[src/hdl/wfpd_pkg.sv]
`timescale 1ns / 1ps
package wfpd_pkg;

    localparam int DIST_W   = 13;
    localparam int GAIN_W   = 14;
    localparam int SCALE_W  = 16;
    localparam int SPEED_W  = 14;
    localparam int LIMIT_W  = 12;
    localparam int DUTY_W   = 14;
    localparam int DRIVE_W  = 2;
    localparam int CFG_IDX_W  = 3;
    localparam int CFG_DATA_W = 16;

    localparam int ERR_W   = 11;
    localparam int SUM_W   = 13;
    localparam int DERIV_W = 12;
    localparam int ACC_W   = 29;
    localparam int MB_W    = 17;
    localparam int PROD_W  = ACC_W + MB_W;

    localparam logic [CFG_IDX_W-1:0] REG_KP     = 3'd0;
    localparam logic [CFG_IDX_W-1:0] REG_KI     = 3'd1;
    localparam logic [CFG_IDX_W-1:0] REG_KD     = 3'd2;
    localparam logic [CFG_IDX_W-1:0] REG_SCALE  = 3'd3;
    localparam logic [CFG_IDX_W-1:0] REG_CRUISE = 3'd4;
    localparam logic [CFG_IDX_W-1:0] REG_LIMIT  = 3'd5;
    localparam logic [CFG_IDX_W-1:0] REG_SIDE   = 3'd6;
    localparam logic [CFG_IDX_W-1:0] REG_FRONT  = 3'd7;

    localparam logic [GAIN_W-1:0]  RST_KP     = 14'd3200;
    localparam logic [GAIN_W-1:0]  RST_KI     = 14'd205;
    localparam logic [GAIN_W-1:0]  RST_KD     = 14'd2893;
    localparam logic [SCALE_W-1:0] RST_SCALE  = 16'd256;
    localparam logic [SPEED_W-1:0] RST_CRUISE = 14'd8999;
    localparam logic [LIMIT_W-1:0] RST_LIMIT  = 12'd500;
    localparam logic [DIST_W-1:0]  RST_SIDE   = 13'd120;
    localparam logic [DIST_W-1:0]  RST_FRONT  = 13'd100;

    localparam logic [DRIVE_W-1:0] DRV_COAST = 2'd0;
    localparam logic [DRIVE_W-1:0] DRV_FWD   = 2'd1;
    localparam logic [DRIVE_W-1:0] DRV_REV   = 2'd2;
    localparam logic [DRIVE_W-1:0] DRV_BRAKE = 2'd3;

    localparam int LEFT_OFFSET = 9;
    localparam int DEADZONE    = 6;
    localparam int FAR_LIMIT   = 500;

    localparam logic [1:0] MUL_P = 2'd0;
    localparam logic [1:0] MUL_I = 2'd1;
    localparam logic [1:0] MUL_D = 2'd2;
    localparam logic [1:0] MUL_S = 2'd3;

    typedef struct packed {
        logic [GAIN_W-1:0]  kp;
        logic [GAIN_W-1:0]  ki;
        logic [GAIN_W-1:0]  kd;
        logic [SCALE_W-1:0] scale;
        logic [SPEED_W-1:0] cruise;
        logic [LIMIT_W-1:0] limit;
        logic [DIST_W-1:0]  side_thr;
        logic [DIST_W-1:0]  front_thr;
    } cfg_t;

    typedef struct packed {
        logic       capture;
        logic       load;
        logic       mul_en;
        logic [1:0] mul_sel;
        logic       write;
    } ctrl_cmd_t;

    typedef struct packed {
        logic junction;
        logic out_free;
    } ctrl_sts_t;

endpackage

[src/hdl/wfpd_if.sv]
`timescale 1ns / 1ps
interface wfpd_in_if;
    logic                        valid;
    logic                        ready;
    logic [wfpd_pkg::DIST_W-1:0] front_distance;
    logic [wfpd_pkg::DIST_W-1:0] left_distance;
    logic [wfpd_pkg::DIST_W-1:0] right_distance;

    modport source (output valid, front_distance, left_distance, right_distance,
                    input ready);
    modport sink   (input valid, front_distance, left_distance, right_distance,
                    output ready);
endinterface

interface wfpd_out_if;
    logic                         valid;
    logic                         ready;
    logic [wfpd_pkg::DUTY_W-1:0]  left_duty;
    logic [wfpd_pkg::DRIVE_W-1:0] left_drive;
    logic [wfpd_pkg::DUTY_W-1:0]  right_duty;
    logic [wfpd_pkg::DRIVE_W-1:0] right_drive;
    logic                         junction_stop;

    modport source (output valid, left_duty, left_drive, right_duty, right_drive,
                    junction_stop, input ready);
    modport sink   (input valid, left_duty, left_drive, right_duty, right_drive,
                    junction_stop, output ready);
endinterface

interface wfpd_cfg_if;
    logic                            valid;
    logic                            ready;
    logic [wfpd_pkg::CFG_IDX_W-1:0]  index;
    logic [wfpd_pkg::CFG_DATA_W-1:0] data;

    modport source (output valid, index, data, input ready);
    modport sink   (input valid, index, data, output ready);
endinterface

[src/hdl/wfpd_cfg_regs.sv]
`timescale 1ns / 1ps
module wfpd_cfg_regs (
    input  logic             clk,
    input  logic             rst_n,
    wfpd_cfg_if.sink         cfg,
    output wfpd_pkg::cfg_t   regs
);
    import wfpd_pkg::*;

    cfg_t regs_reg;
    cfg_t regs_next;

    assign cfg.ready = 1'b1;
    assign regs      = regs_reg;

    always_comb
    begin
        regs_next = regs_reg;
        if (cfg.valid)
        begin
            unique case (cfg.index)
                REG_KP:     regs_next.kp        = cfg.data[GAIN_W-1:0];
                REG_KI:     regs_next.ki        = cfg.data[GAIN_W-1:0];
                REG_KD:     regs_next.kd        = cfg.data[GAIN_W-1:0];
                REG_SCALE:  regs_next.scale     = cfg.data[SCALE_W-1:0];
                REG_CRUISE: regs_next.cruise    = cfg.data[SPEED_W-1:0];
                REG_LIMIT:  regs_next.limit     = cfg.data[LIMIT_W-1:0];
                REG_SIDE:   regs_next.side_thr  = cfg.data[DIST_W-1:0];
                REG_FRONT:  regs_next.front_thr = cfg.data[DIST_W-1:0];
                default:    regs_next = regs_reg;
            endcase
        end
    end

    always_ff @(posedge clk or negedge rst_n)
    begin
        if (!rst_n)
        begin
            regs_reg.kp        <= RST_KP;
            regs_reg.ki        <= RST_KI;
            regs_reg.kd        <= RST_KD;
            regs_reg.scale     <= RST_SCALE;
            regs_reg.cruise    <= RST_CRUISE;
            regs_reg.limit     <= RST_LIMIT;
            regs_reg.side_thr  <= RST_SIDE;
            regs_reg.front_thr <= RST_FRONT;
        end
        else
        begin
            regs_reg <= regs_next;
        end
    end

endmodule

[src/hdl/wfpd_ctrl.sv]
`timescale 1ns / 1ps
module wfpd_ctrl (
    input  logic                  clk,
    input  logic                  rst_n,
    input  logic                  in_valid,
    output logic                  in_ready,
    input  wfpd_pkg::ctrl_sts_t   sts,
    output wfpd_pkg::ctrl_cmd_t   cmd
);
    import wfpd_pkg::*;

    localparam logic [2:0] S_IDLE  = 3'd0;
    localparam logic [2:0] S_LOAD  = 3'd1;
    localparam logic [2:0] S_P     = 3'd2;
    localparam logic [2:0] S_I     = 3'd3;
    localparam logic [2:0] S_D     = 3'd4;
    localparam logic [2:0] S_S     = 3'd5;
    localparam logic [2:0] S_WRITE = 3'd6;

    logic [2:0] state_reg;
    logic [2:0] state_next;

    assign in_ready = (state_reg == S_IDLE);

    always_comb
    begin
        state_next  = state_reg;
        cmd         = '0;
        cmd.capture = in_valid && in_ready;
        unique case (state_reg)
            S_IDLE:
            begin
                if (in_valid)
                    state_next = S_LOAD;
            end
            S_LOAD:
            begin
                cmd.load   = 1'b1;
                state_next = sts.junction ? S_WRITE : S_P;
            end
            S_P:
            begin
                cmd.mul_en  = 1'b1;
                cmd.mul_sel = MUL_P;
                state_next  = S_I;
            end
            S_I:
            begin
                cmd.mul_en  = 1'b1;
                cmd.mul_sel = MUL_I;
                state_next  = S_D;
            end
            S_D:
            begin
                cmd.mul_en  = 1'b1;
                cmd.mul_sel = MUL_D;
                state_next  = S_S;
            end
            S_S:
            begin
                cmd.mul_en  = 1'b1;
                cmd.mul_sel = MUL_S;
                state_next  = S_WRITE;
            end
            S_WRITE:
            begin
                if (sts.out_free)
                begin
                    cmd.write  = 1'b1;
                    state_next = S_IDLE;
                end
            end
            default: state_next = S_IDLE;
        endcase
    end

    always_ff @(posedge clk or negedge rst_n)
    begin
        if (!rst_n)
            state_reg <= S_IDLE;
        else
            state_reg <= state_next;
    end

endmodule

[src/hdl/wfpd_datapath.sv]
`timescale 1ns / 1ps
module wfpd_datapath #(
    parameter int DUTY_MAX = 9999
) (
    input  logic                  clk,
    input  logic                  rst_n,
    input  wfpd_pkg::cfg_t        regs,
    input  wfpd_pkg::ctrl_cmd_t   cmd,
    output wfpd_pkg::ctrl_sts_t   sts,
    wfpd_in_if.sink               sample,
    wfpd_out_if.source            command
);
    import wfpd_pkg::*;

    localparam int SPD_W = ACC_W + 2;
    localparam logic signed [SPD_W-1:0] DMAX = SPD_W'(DUTY_MAX);

    logic [DIST_W-1:0] front_reg;
    logic [DIST_W-1:0] left_reg;
    logic [DIST_W-1:0] right_reg;

    logic signed [SUM_W-1:0]   error_sum_reg;
    logic signed [ERR_W-1:0]   last_error_reg;
    logic signed [ERR_W-1:0]   err_reg;
    logic signed [DERIV_W-1:0] deriv_reg;
    logic signed [ACC_W-1:0]   acc_reg;
    logic signed [PROD_W-1:0]  prod_reg;
    logic                      junction_reg;

    logic                 out_valid_reg;
    logic [DUTY_W-1:0]    left_duty_reg;
    logic [DRIVE_W-1:0]   left_drive_reg;
    logic [DUTY_W-1:0]    right_duty_reg;
    logic [DRIVE_W-1:0]   right_drive_reg;
    logic                 junction_out_reg;

    logic signed [DIST_W+1:0] left_s;
    logic signed [DIST_W+1:0] right_s;
    logic signed [DIST_W+1:0] side_s;
    logic signed [DIST_W+1:0] diff;
    logic                     front_wall;
    logic                     left_open;
    logic                     right_open;
    logic                     junction;
    logic                     far;
    logic signed [ERR_W-1:0]  err;
    logic signed [SUM_W:0]    sum_tmp;
    logic signed [SUM_W:0]    lim;
    logic signed [SUM_W-1:0]  sum_clamped;
    logic signed [DERIV_W-1:0] deriv;

    logic signed [ACC_W-1:0]  mul_a;
    logic signed [MB_W-1:0]   mul_b;
    logic signed [PROD_W-1:0] mul_p;

    logic signed [PROD_W-1:0] prod_adj;
    logic signed [SPD_W-1:0]  corr;
    logic signed [SPD_W-1:0]  left_speed;
    logic signed [SPD_W-1:0]  right_speed;
    logic [DUTY_W-1:0]        left_duty_c;
    logic [DRIVE_W-1:0]       left_drive_c;
    logic [DUTY_W-1:0]        right_duty_c;
    logic [DRIVE_W-1:0]       right_drive_c;

    function automatic logic [DUTY_W+DRIVE_W-1:0] drive_out(logic signed [SPD_W-1:0] speed);
        logic signed [SPD_W-1:0] sat;
        logic signed [SPD_W-1:0] mag;
        logic [DRIVE_W-1:0]      drv;
        sat = speed;
        if (speed > DMAX)
            sat = DMAX;
        else if (speed < -DMAX)
            sat = -DMAX;
        if (sat > 0)
        begin
            drv = DRV_FWD;
            mag = sat;
        end
        else if (sat < 0)
        begin
            drv = DRV_REV;
            mag = -sat;
        end
        else
        begin
            drv = DRV_COAST;
            mag = '0;
        end
        return {mag[DUTY_W-1:0], drv};
    endfunction

    // error, junction and integral update
    always_comb
    begin
        left_s     = $signed({2'b00, left_reg}) - (DIST_W+2)'(LEFT_OFFSET);
        right_s    = $signed({2'b00, right_reg});
        side_s     = $signed({2'b00, regs.side_thr});
        front_wall = front_reg < regs.front_thr;
        left_open  = left_s > side_s;
        right_open = right_s > side_s;
        junction   = front_wall || (left_open != right_open);
        far        = (left_s >= (DIST_W+2)'(FAR_LIMIT)) || (right_s >= (DIST_W+2)'(FAR_LIMIT));
        diff       = left_s - right_s;
        if (far || ((diff <= (DIST_W+2)'(DEADZONE)) && (diff >= -(DIST_W+2)'(DEADZONE))))
            err = '0;
        else
            err = diff[ERR_W-1:0];
        sum_tmp = $signed({error_sum_reg[SUM_W-1], error_sum_reg}) + (SUM_W+1)'(err);
        lim     = $signed({2'b00, regs.limit});
        if (sum_tmp > lim)
            sum_clamped = lim[SUM_W-1:0];
        else if (sum_tmp < -lim)
            sum_clamped = -lim[SUM_W-1:0];
        else
            sum_clamped = sum_tmp[SUM_W-1:0];
        deriv = DERIV_W'(err) - DERIV_W'(last_error_reg);
    end

    // shared multiplier
    always_comb
    begin
        case (cmd.mul_sel)
            MUL_P:
            begin
                mul_a = ACC_W'(err_reg);
                mul_b = $signed({3'b000, regs.kp});
            end
            MUL_I:
            begin
                mul_a = ACC_W'(error_sum_reg);
                mul_b = $signed({3'b000, regs.ki});
            end
            MUL_D:
            begin
                mul_a = ACC_W'(deriv_reg);
                mul_b = $signed({3'b000, regs.kd});
            end
            default:
            begin
                mul_a = acc_reg;
                mul_b = $signed({1'b0, regs.scale});
            end
        endcase
        mul_p = PROD_W'(mul_a) * PROD_W'(mul_b);
    end

    // correction, truncated toward zero, and wheel mix
    always_comb
    begin
        prod_adj    = prod_reg[PROD_W-1] ? (prod_reg + PROD_W'(65535)) : prod_reg;
        corr        = SPD_W'(prod_adj >>> 16);
        left_speed  = $signed({{(SPD_W-SPEED_W){1'b0}}, regs.cruise}) - corr;
        right_speed = $signed({{(SPD_W-SPEED_W){1'b0}}, regs.cruise}) + corr;
        {left_duty_c, left_drive_c}   = drive_out(left_speed);
        {right_duty_c, right_drive_c} = drive_out(right_speed);
    end

    assign sts.junction = junction;
    assign sts.out_free = !out_valid_reg || command.ready;

    always_ff @(posedge clk)
    begin
        if (cmd.capture)
        begin
            front_reg <= sample.front_distance;
            left_reg  <= sample.left_distance;
            right_reg <= sample.right_distance;
        end
        if (cmd.load)
        begin
            err_reg      <= err;
            deriv_reg    <= deriv;
            junction_reg <= junction;
        end
        if (cmd.mul_en)
        begin
            case (cmd.mul_sel)
                MUL_P:   acc_reg  <= mul_p[ACC_W-1:0];
                MUL_S:   prod_reg <= mul_p;
                default: acc_reg  <= acc_reg + mul_p[ACC_W-1:0];
            endcase
        end
        if (cmd.write)
        begin
            if (junction_reg)
            begin
                left_duty_reg   <= '0;
                left_drive_reg  <= DRV_BRAKE;
                right_duty_reg  <= '0;
                right_drive_reg <= DRV_BRAKE;
            end
            else
            begin
                left_duty_reg   <= left_duty_c;
                left_drive_reg  <= left_drive_c;
                right_duty_reg  <= right_duty_c;
                right_drive_reg <= right_drive_c;
            end
            junction_out_reg <= junction_reg;
        end
    end

    always_ff @(posedge clk or negedge rst_n)
    begin
        if (!rst_n)
        begin
            error_sum_reg  <= '0;
            last_error_reg <= '0;
            out_valid_reg  <= 1'b0;
        end
        else
        begin
            if (cmd.load)
            begin
                if (junction)
                begin
                    error_sum_reg  <= '0;
                    last_error_reg <= '0;
                end
                else
                begin
                    error_sum_reg  <= sum_clamped;
                    last_error_reg <= err;
                end
            end
            if (cmd.write)
                out_valid_reg <= 1'b1;
            else if (command.ready)
                out_valid_reg <= 1'b0;
        end
    end

    assign command.valid         = out_valid_reg;
    assign command.left_duty     = left_duty_reg;
    assign command.left_drive    = left_drive_reg;
    assign command.right_duty    = right_duty_reg;
    assign command.right_drive   = right_drive_reg;
    assign command.junction_stop = junction_out_reg;

endmodule

[src/hdl/wall_follow_pid_drive.sv]
`timescale 1ns / 1ps
// A sample is accepted only in idle, then steps through load, the P, I, D and scale
// multiply states and write; a junction goes from load straight to write. The single
// shared multiplier steps through kp, ki, kd and the output scale, so a new sample is
// not taken until the last result is written. A result not yet taken holds the next write.
// Reset (rst_n, async low): registers to defaults, PID state cleared, no result pending.
module wall_follow_pid_drive #(
    parameter int DUTY_MAX = 9999
) (
    input  logic         clk,
    input  logic         rst_n,
    wfpd_cfg_if.sink     cfg,
    wfpd_in_if.sink      sample,
    wfpd_out_if.source   command
);
    import wfpd_pkg::*;

    cfg_t       regs;
    ctrl_cmd_t  cmd;
    ctrl_sts_t  sts;

    wfpd_cfg_regs u_cfg (
        .clk   (clk),
        .rst_n (rst_n),
        .cfg   (cfg),
        .regs  (regs)
    );

    wfpd_ctrl u_ctrl (
        .clk      (clk),
        .rst_n    (rst_n),
        .in_valid (sample.valid),
        .in_ready (sample.ready),
        .sts      (sts),
        .cmd      (cmd)
    );

    wfpd_datapath #(
        .DUTY_MAX (DUTY_MAX)
    ) u_dp (
        .clk     (clk),
        .rst_n   (rst_n),
        .regs    (regs),
        .cmd     (cmd),
        .sts     (sts),
        .sample  (sample),
        .command (command)
    );

endmodule

[src/flat_wrapper.sv]
// flat-port wrapper written by rule: the top's interface ports become plain ports
module wall_follow_pid_drive_flat import wfpd_pkg::*;
#(
    parameter int DUTY_MAX = 9999
)
  (clk, rst_n, cfg_valid, cfg_index, cfg_data, cfg_ready, sample_valid, sample_front_distance, sample_left_distance, sample_right_distance, sample_ready, command_valid, command_left_duty, command_left_drive, command_right_duty, command_right_drive, command_junction_stop, command_ready);
  wfpd_cfg_if cfg_i ();
  wfpd_in_if sample_i ();
  wfpd_out_if command_i ();
  input  logic clk;
  input  logic rst_n;
  input wire logic [$bits(cfg_i.valid)-1:0] cfg_valid;
  input wire logic [$bits(cfg_i.index)-1:0] cfg_index;
  input wire logic [$bits(cfg_i.data)-1:0] cfg_data;
  output wire logic [$bits(cfg_i.ready)-1:0] cfg_ready;
  input wire logic [$bits(sample_i.valid)-1:0] sample_valid;
  input wire logic [$bits(sample_i.front_distance)-1:0] sample_front_distance;
  input wire logic [$bits(sample_i.left_distance)-1:0] sample_left_distance;
  input wire logic [$bits(sample_i.right_distance)-1:0] sample_right_distance;
  output wire logic [$bits(sample_i.ready)-1:0] sample_ready;
  output wire logic [$bits(command_i.valid)-1:0] command_valid;
  output wire logic [$bits(command_i.left_duty)-1:0] command_left_duty;
  output wire logic [$bits(command_i.left_drive)-1:0] command_left_drive;
  output wire logic [$bits(command_i.right_duty)-1:0] command_right_duty;
  output wire logic [$bits(command_i.right_drive)-1:0] command_right_drive;
  output wire logic [$bits(command_i.junction_stop)-1:0] command_junction_stop;
  input wire logic [$bits(command_i.ready)-1:0] command_ready;
  assign cfg_i.valid = cfg_valid;
  assign cfg_i.index = cfg_index;
  assign cfg_i.data = cfg_data;
  assign cfg_ready = cfg_i.ready;
  assign sample_i.valid = sample_valid;
  assign sample_i.front_distance = sample_front_distance;
  assign sample_i.left_distance = sample_left_distance;
  assign sample_i.right_distance = sample_right_distance;
  assign sample_ready = sample_i.ready;
  assign command_valid = command_i.valid;
  assign command_left_duty = command_i.left_duty;
  assign command_left_drive = command_i.left_drive;
  assign command_right_duty = command_i.right_duty;
  assign command_right_drive = command_i.right_drive;
  assign command_junction_stop = command_i.junction_stop;
  assign command_i.ready = command_ready;
  wall_follow_pid_drive #(.DUTY_MAX(DUTY_MAX)) u_core (.clk(clk), .rst_n(rst_n), .cfg(cfg_i), .sample(sample_i), .command(command_i));
endmodule
[config.mk]
export PLATFORM = sky130hd
export DESIGN_NAME = wall_follow_pid_drive_flat
export DESIGN_NICKNAME = d
export VERILOG_FILES = /design/src/hdl/wfpd_pkg.sv /design/src/hdl/wfpd_if.sv /design/src/hdl/wfpd_cfg_regs.sv /design/src/hdl/wfpd_ctrl.sv /design/src/hdl/wfpd_datapath.sv /design/src/hdl/wall_follow_pid_drive.sv /design/src/flat_wrapper.sv
export SDC_FILE = /design/constraint.sdc
export NUM_CORES = 2
export LEC_CHECK = 0
export BUFFER_PORTS_ARGS = -buffer_cell sky130_fd_sc_hd__buf_4
export CAP_MARGIN = 5
export CORE_ASPECT_RATIO = 0.6
export CORE_MARGIN = 2
export CORE_UTILIZATION = 55
export DETAILED_ROUTE_END_ITERATION = 7
export GPL_ROUTABILITY_DRIVEN = 0
export PLACE_DENSITY = 0.72
export SLEW_MARGIN = 20
export SYNTH_ARGS = -nofsm -noshare
export SYNTH_HDL_FRONTEND = slang
export SYNTH_SLANG_ARGS = --single-unit
[constraint.sdc]
create_clock -name clk -period 22.9 [get_ports clk]
set_clock_uncertainty 0.05 [all_clocks]
set_input_delay 3.435 -clock clk [delete_from_list [all_inputs] [get_ports clk]]
set_output_delay 3.435 -clock clk [all_outputs]
set_load 0.05 [all_outputs]
======== After elaboration in Yosys (flattened, before gate mapping) ========
Index checks and enable logic that the tools add are counted.
storage, ports and cells
  flip-flop bits (word level) ............. 309
  input bits .............................. 63
  output and inout bits ................... 36
  logic and storage cells ................. 132
operators by class
  $add $sub $neg .......................... 12
  $mul .................................... 1
  magnitude comparators ................... 17
  equality and inequality tests ........... 19
  mux-type cells .......................... 31
  bitwise logic cells ..................... 1
  reduce and logical (&&, ||, !) cells .... 24
operators with widths
  kind                                                                 number
  two-way mux 31 bit                                                   4
  case mux 29 bit (3 select lines)                                     1
  > comparator 31 x 1 -> 1 bit, second input constant                  2
  > comparator 31 x 15 -> 1 bit, second input constant                 2
  < comparator 31 x 1 -> 1 bit, second input constant                  2
  < comparator 31 x 15 -> 1 bit, second input constant                 2
  case mux 29 bit (2 select lines)                                     1
  two-way mux 14 bit                                                   4
  case mux 16 bit (3 select lines)                                     1
  adder 46 x 17 -> 46 bit, second input constant                       1
  multiplier 29 x 17 -> 46 bit                                         1
  two-way mux 46 bit                                                   1
  two-way mux 13 bit                                                   3
  adder 15 x 30 -> 31 bit                                              1
  subtractor 15 x 30 -> 31 bit                                         1
  adder 29 bit                                                         1
  negator 14 bit                                                       2
  two-way mux 11 bit                                                   2
  AND reduction 2 bit                                                  11
  equality test 3 bit, second input constant                           7
  case mux 3 bit (7 select lines)                                      1
  greater-or-equal comparator 15 x 10 -> 1 bit, second input constant  1
  greater-or-equal comparator 15 x 4 -> 1 bit, second input constant   1
  > comparator 15 x 14 -> 1 bit                                        1
  other kinds (31)                                                     51

======== Logic depth before layout (Yosys ltp) ========
  depth in word-level cells ............... 11
  mapped depth ............................ 43
  depth with buffers taken out ............ 40

======== Worst setup path after synthesis ========
No wires, ideal clock.
  path kind ............................... reg2reg
  from .................................... reg u_core.u_ctrl.state_reg[0]
  to ...................................... reg u_core.u_dp.acc_reg[28] (data pin)
  library setup time ...................... 261 ps
  arrival ................................. 8832 ps
  required time ........................... 22589 ps
  setup slack ............................. 13757 ps
  cell stages (with the launch flop) ...... 37
  buffers on the path ..................... 4
  period minus slack after synthesis ...... 9143 ps
  cells stage by stage .................... dfrtp_1 > clkbuf_1 > nand2b_1 > clkbuf_1 > clkbuf_1 > o22ai_1 > a211oi_1 > clkbuf_1 > nand2_1 > fa_1 > inv_1 > fa_1 > inv_1 > fa_1 > inv_1 > fa_1 > fa_1 > inv_1 > fa_1 > inv_1 > ha_1 > nand4_1 > or3_1 > o21ai_0 > o21ai_0 > nor2b_1 > xnor2_1 > ha_1 > a21o_1 > a21oi_1 > nand2_1 > o2111ai_1 > a21boi_0 > o21a_1 > o21ai_0 > mux2i_1 > xnor2_1
on the way
  longest elaborated chain between the ends .. 7
  elaborated cells on any way between the ends .. 14
  classes of those cells .................. 1 x add/sub; 1 x mul; 7 x eq/ne; 4 x mux; 1 x reduce/logical
RTL lines
  item                                                                                  line                  RTL
  start, declared                                                                       wfpd_ctrl.sv:20       logic [2:0] state_reg;
  start signal, assigned                                                                wfpd_ctrl.sv:82       state_reg <= state_next;
  equality test 3 bit or equality test 3 x 2 -> 1 bit (tied branches)                   wfpd_ctrl.sv:30       unique case (state_reg)
  case mux 3 bit (4 select lines) *                                                     wfpd_ctrl.sv:30
  equality test 2 bit (tied with other cells)                                           wfpd_datapath.sv:122  case (cmd.mul_sel)
  case mux 29 bit (3 select lines) or case mux 16 bit (3 select lines) (tied branches)  wfpd_datapath.sv:122
  multiplier 29 x 17 -> 46 bit *                                                        wfpd_datapath.sv:144  mul_p = PROD_W'(mul_a) * PROD_W'(mul_b);
  via u_core.u_dp.mul_p[20]                                                             wfpd_datapath.sv:54   logic signed [PROD_W-1:0] mul_p;
  adder 29 bit *                                                                        wfpd_datapath.sv:180  default: acc_reg <= acc_reg + mul_p[ACC_W-1:0];
  case mux 29 bit (2 select lines) *                                                    wfpd_datapath.sv:177  case (cmd.mul_sel)
  end signal, assigned                                                                  wfpd_datapath.sv:178  MUL_P: acc_reg <= mul_p[ACC_W-1:0];
  end signal, assigned                                                                  wfpd_datapath.sv:180
  end, declared                                                                         wfpd_datapath.sv:26   logic signed [ACC_W-1:0] acc_reg;
Mark *: on every way through the listed nets, which the timed path passes. The rest lies on a longest branch.
A chain may end at the register's enable or synchronous reset.

======== Worst setup path after layout ========
Ends and elaborated chain as after synthesis.

==> impl_metrics.csv <==
group,metric,value,unit
floorplan,die_h,207,µm
grt,grt-ovfl-total,0,
route,viasPerCell,6.01,
placed_design,place_hpwl,87.5,mm
logic_synthesis,synth.distinct_cells,90,
grt,grt.total_usage,32.1,%
critical_path,slowest_delay,700,ps
sta,max_slew_margin,26.9,%
critical_path,critPathArrivalTime,10880,ps
route,drt-total-wl,112,mm
clock_tree,cts_setup_buffers,0,
logic_synthesis,synth_area,37600,µm²
logic_synthesis,yosysMostFrequentCell,"inv_1",
grt,grt_pass1_wl,173,mm
floorplan,rows,74,
critical_path,cp_slowest_cell,"buf_4",
floorplan,start_util,55.4,%
logic_synthesis,synth_nets,4866,
sta,slew_viol_final,0,
logic_synthesis,synthFlopType,"edfxtp_1",
floorplan,io_pins,99,
logic_synthesis,synth_top_area_share,24.1,%
clock_tree,cts.path.max_buffers,3,
route,drt_first_pass_iters,6,
logic_synthesis,synth_edf_count,171,
clock_tree,cts_buffers,29,
clock_tree,cts-root-buf,"clkbuf_16",
layout,syn_to_final_growth,7.36,%
logic_synthesis,yosysWarnings,0,
hold_path,hp-class,"reg2reg",
sta,rsz0062_at_grt,"no",
route,top_layer,"met5",
clock_tree,cts_tree,"built",
layout,fillers,5808,
floorplan,coreArea,67900,µm²
clock_tree,clock_latency,600,ps
sta,fmax,94.4,MHz
grt,grt_max_degree,84,
layout,fin_area,40400,µm²
route,vias,30300,
route,ant_nets,0,
critical_path,endpoint_kind,"flop",
sta,worst_pin_slew,1090,ps
logic_synthesis,syn_inst,4075,
grt,grt_pass1_vias,29100,
job,drv_cap,0,
sta,setup_viol,0,
critical_path,crit_type,"reg2reg",
grt,grt_antenna_before_repair,3,
route,met1_length,51.4,mm
layout,drive_gt1_share,10.0,%
route,wl_met3,17.8,mm
hold_path,hold_depth,1,
logic_synthesis,ys_seq_elements,309,
clock_tree,hold_buffers,0,
clock_tree,clock-sinks,309,
logic_synthesis,synth.yosys.seq_area_share,23.0,%
route,drc,0,
placed_design,dpl-instance-area,39400,µm²
clock_tree,cts_resized,0,
clock_tree,htree_levels,1,
floorplan,dieArea,70500,µm²
floorplan,die_w,342,µm
route,wl_per_cell,22.2,µm
critical_path,cpMostUsedCell,"fa_1",
critical_path,path_max_fanout,72,
logic_synthesis,syn_avg_cell_area,9.23,µm²
route,drt_first_iter_violations,3665,
layout,largest_reg_flops,110,
logic_synthesis,ys_top_cells_by_area,"fa_1 (24%), edfxtp_1 (14%), ha_1 (9.2%)",
route,wl_met2,40.5,mm
sta,fin_setup_tns,0,ps
sta,fin_crit_sh,46.2,%
logic_synthesis,synth_commonest_cells,"inv_1 (660), nand2_1 (457), fa_1 (453)",
critical_path,worstPathRequired,23190,ps
sta,final_hold_viol_count,0,
critical_path,startpoint_type,"flop",
layout,final_nets,4888,
clock_tree,clk_pin_slew_worst_paths,60,ps
placed_design,port_buffers,97,
critical_path,r2r_cells,34,
logic_synthesis,ys_async_sr_fraction,44.7,%
outcome,run_status,"completed",
logic_synthesis,yosys.area.top_type,"fa_1",
sta,period_needed,10590,ps
[worst paths after layout]
| kind | start | endpoint | slack (ps) |
|---|---|---|---|
| max reg2reg | u_core.u_ctrl.state_reg[0] | u_core.u_dp.acc_reg[28] | 12310 |
| max | u_core.u_ctrl.state_reg[0] | u_core.u_dp.acc_reg[28] | 12310 |
| max in group asynchronous | rst_n | u_core.u_cfg.regs[96] | 18650 |
| min in group asynchronous | rst_n | u_core.u_dp.error_sum_reg[1] | 2840 |
| min | u_core.u_cfg.regs[11] | u_core.u_cfg.regs[11] | 460 |
| min reg2reg | u_core.u_cfg.regs[11] | u_core.u_cfg.regs[11] | 460 |
[cells in the final DEF, fill, tap and decap left out, types with 76 or more instances in the layout]
master	n
dfrtp_1	102
xnor2_1	123
o21ai_0	144
nand2_1	456
nor2_1	298
edfxtp_1	171
o21a_1	76
ha_1	275
mux2_2	122
buf_4	142
inv_1	660
a21oi_1	136
fa_1	453
[cell families after synthesis]
| logic type | share of synthesized area [%] |
|---|---|
| flops | 23.0 |
| other cells | 0.00997 |
| simple gates | 15.1 |
| fa+ha+maj | 33.3 |
| buf+inv | 8.17 |
| compound gates | 12.1 |
| mux | 4.08 |
| xor+xnor | 4.36 |
[layer usage]
layer / vias to the layer above / GRT usage, %
met5: - / 1.55
met4: 7 / 5.02
met3: 146 / 14.6
met2: 1757 / 40.5
met1: 14800 / 49.9
li1: 13600 / -
[area by class of cell]
cell class              count  area, µm²  share of cell area (%)
diodes                      3       7.51                  0.0186
clock buffers              46        885                    2.19
well taps                 912       1140                    2.83
clock inverters             8       62.6                   0.155
flip-flops and latches    309       8630                    21.4
multi-input cells        2952      26100                    64.6
inverters                 662       2480                    6.16
repair buffers            143       1080                    2.67
[per-stage QoR]
step                setup slack [ps]  utilization, %  instances  hold slack (ps)
finish                         12310            59.5       5035              457
global route                   11680            59.5       5034              473
CTS                            12540            59.4       5032              458
detailed placement             12560            58.0       4978              444
global placement               12700            58.0       4978              437
floorplan                      13760               -       4075              398
[critical path: cells and delay by family (launching register included)]
family / cells / cell delay (ps)
fa+ha+maj: 8 / 3860
mux: 1 / 260
xor+xnor: 2 / 330
buf+inv: 6 / 1390
simple gates: 8 / 1460
compound gates: 9 / 2360
flops: 1 / 550
Power is left out: the tool's default activity adds up to more than one toggle a clock period on the data nets, which glitch-free logic cannot reach.
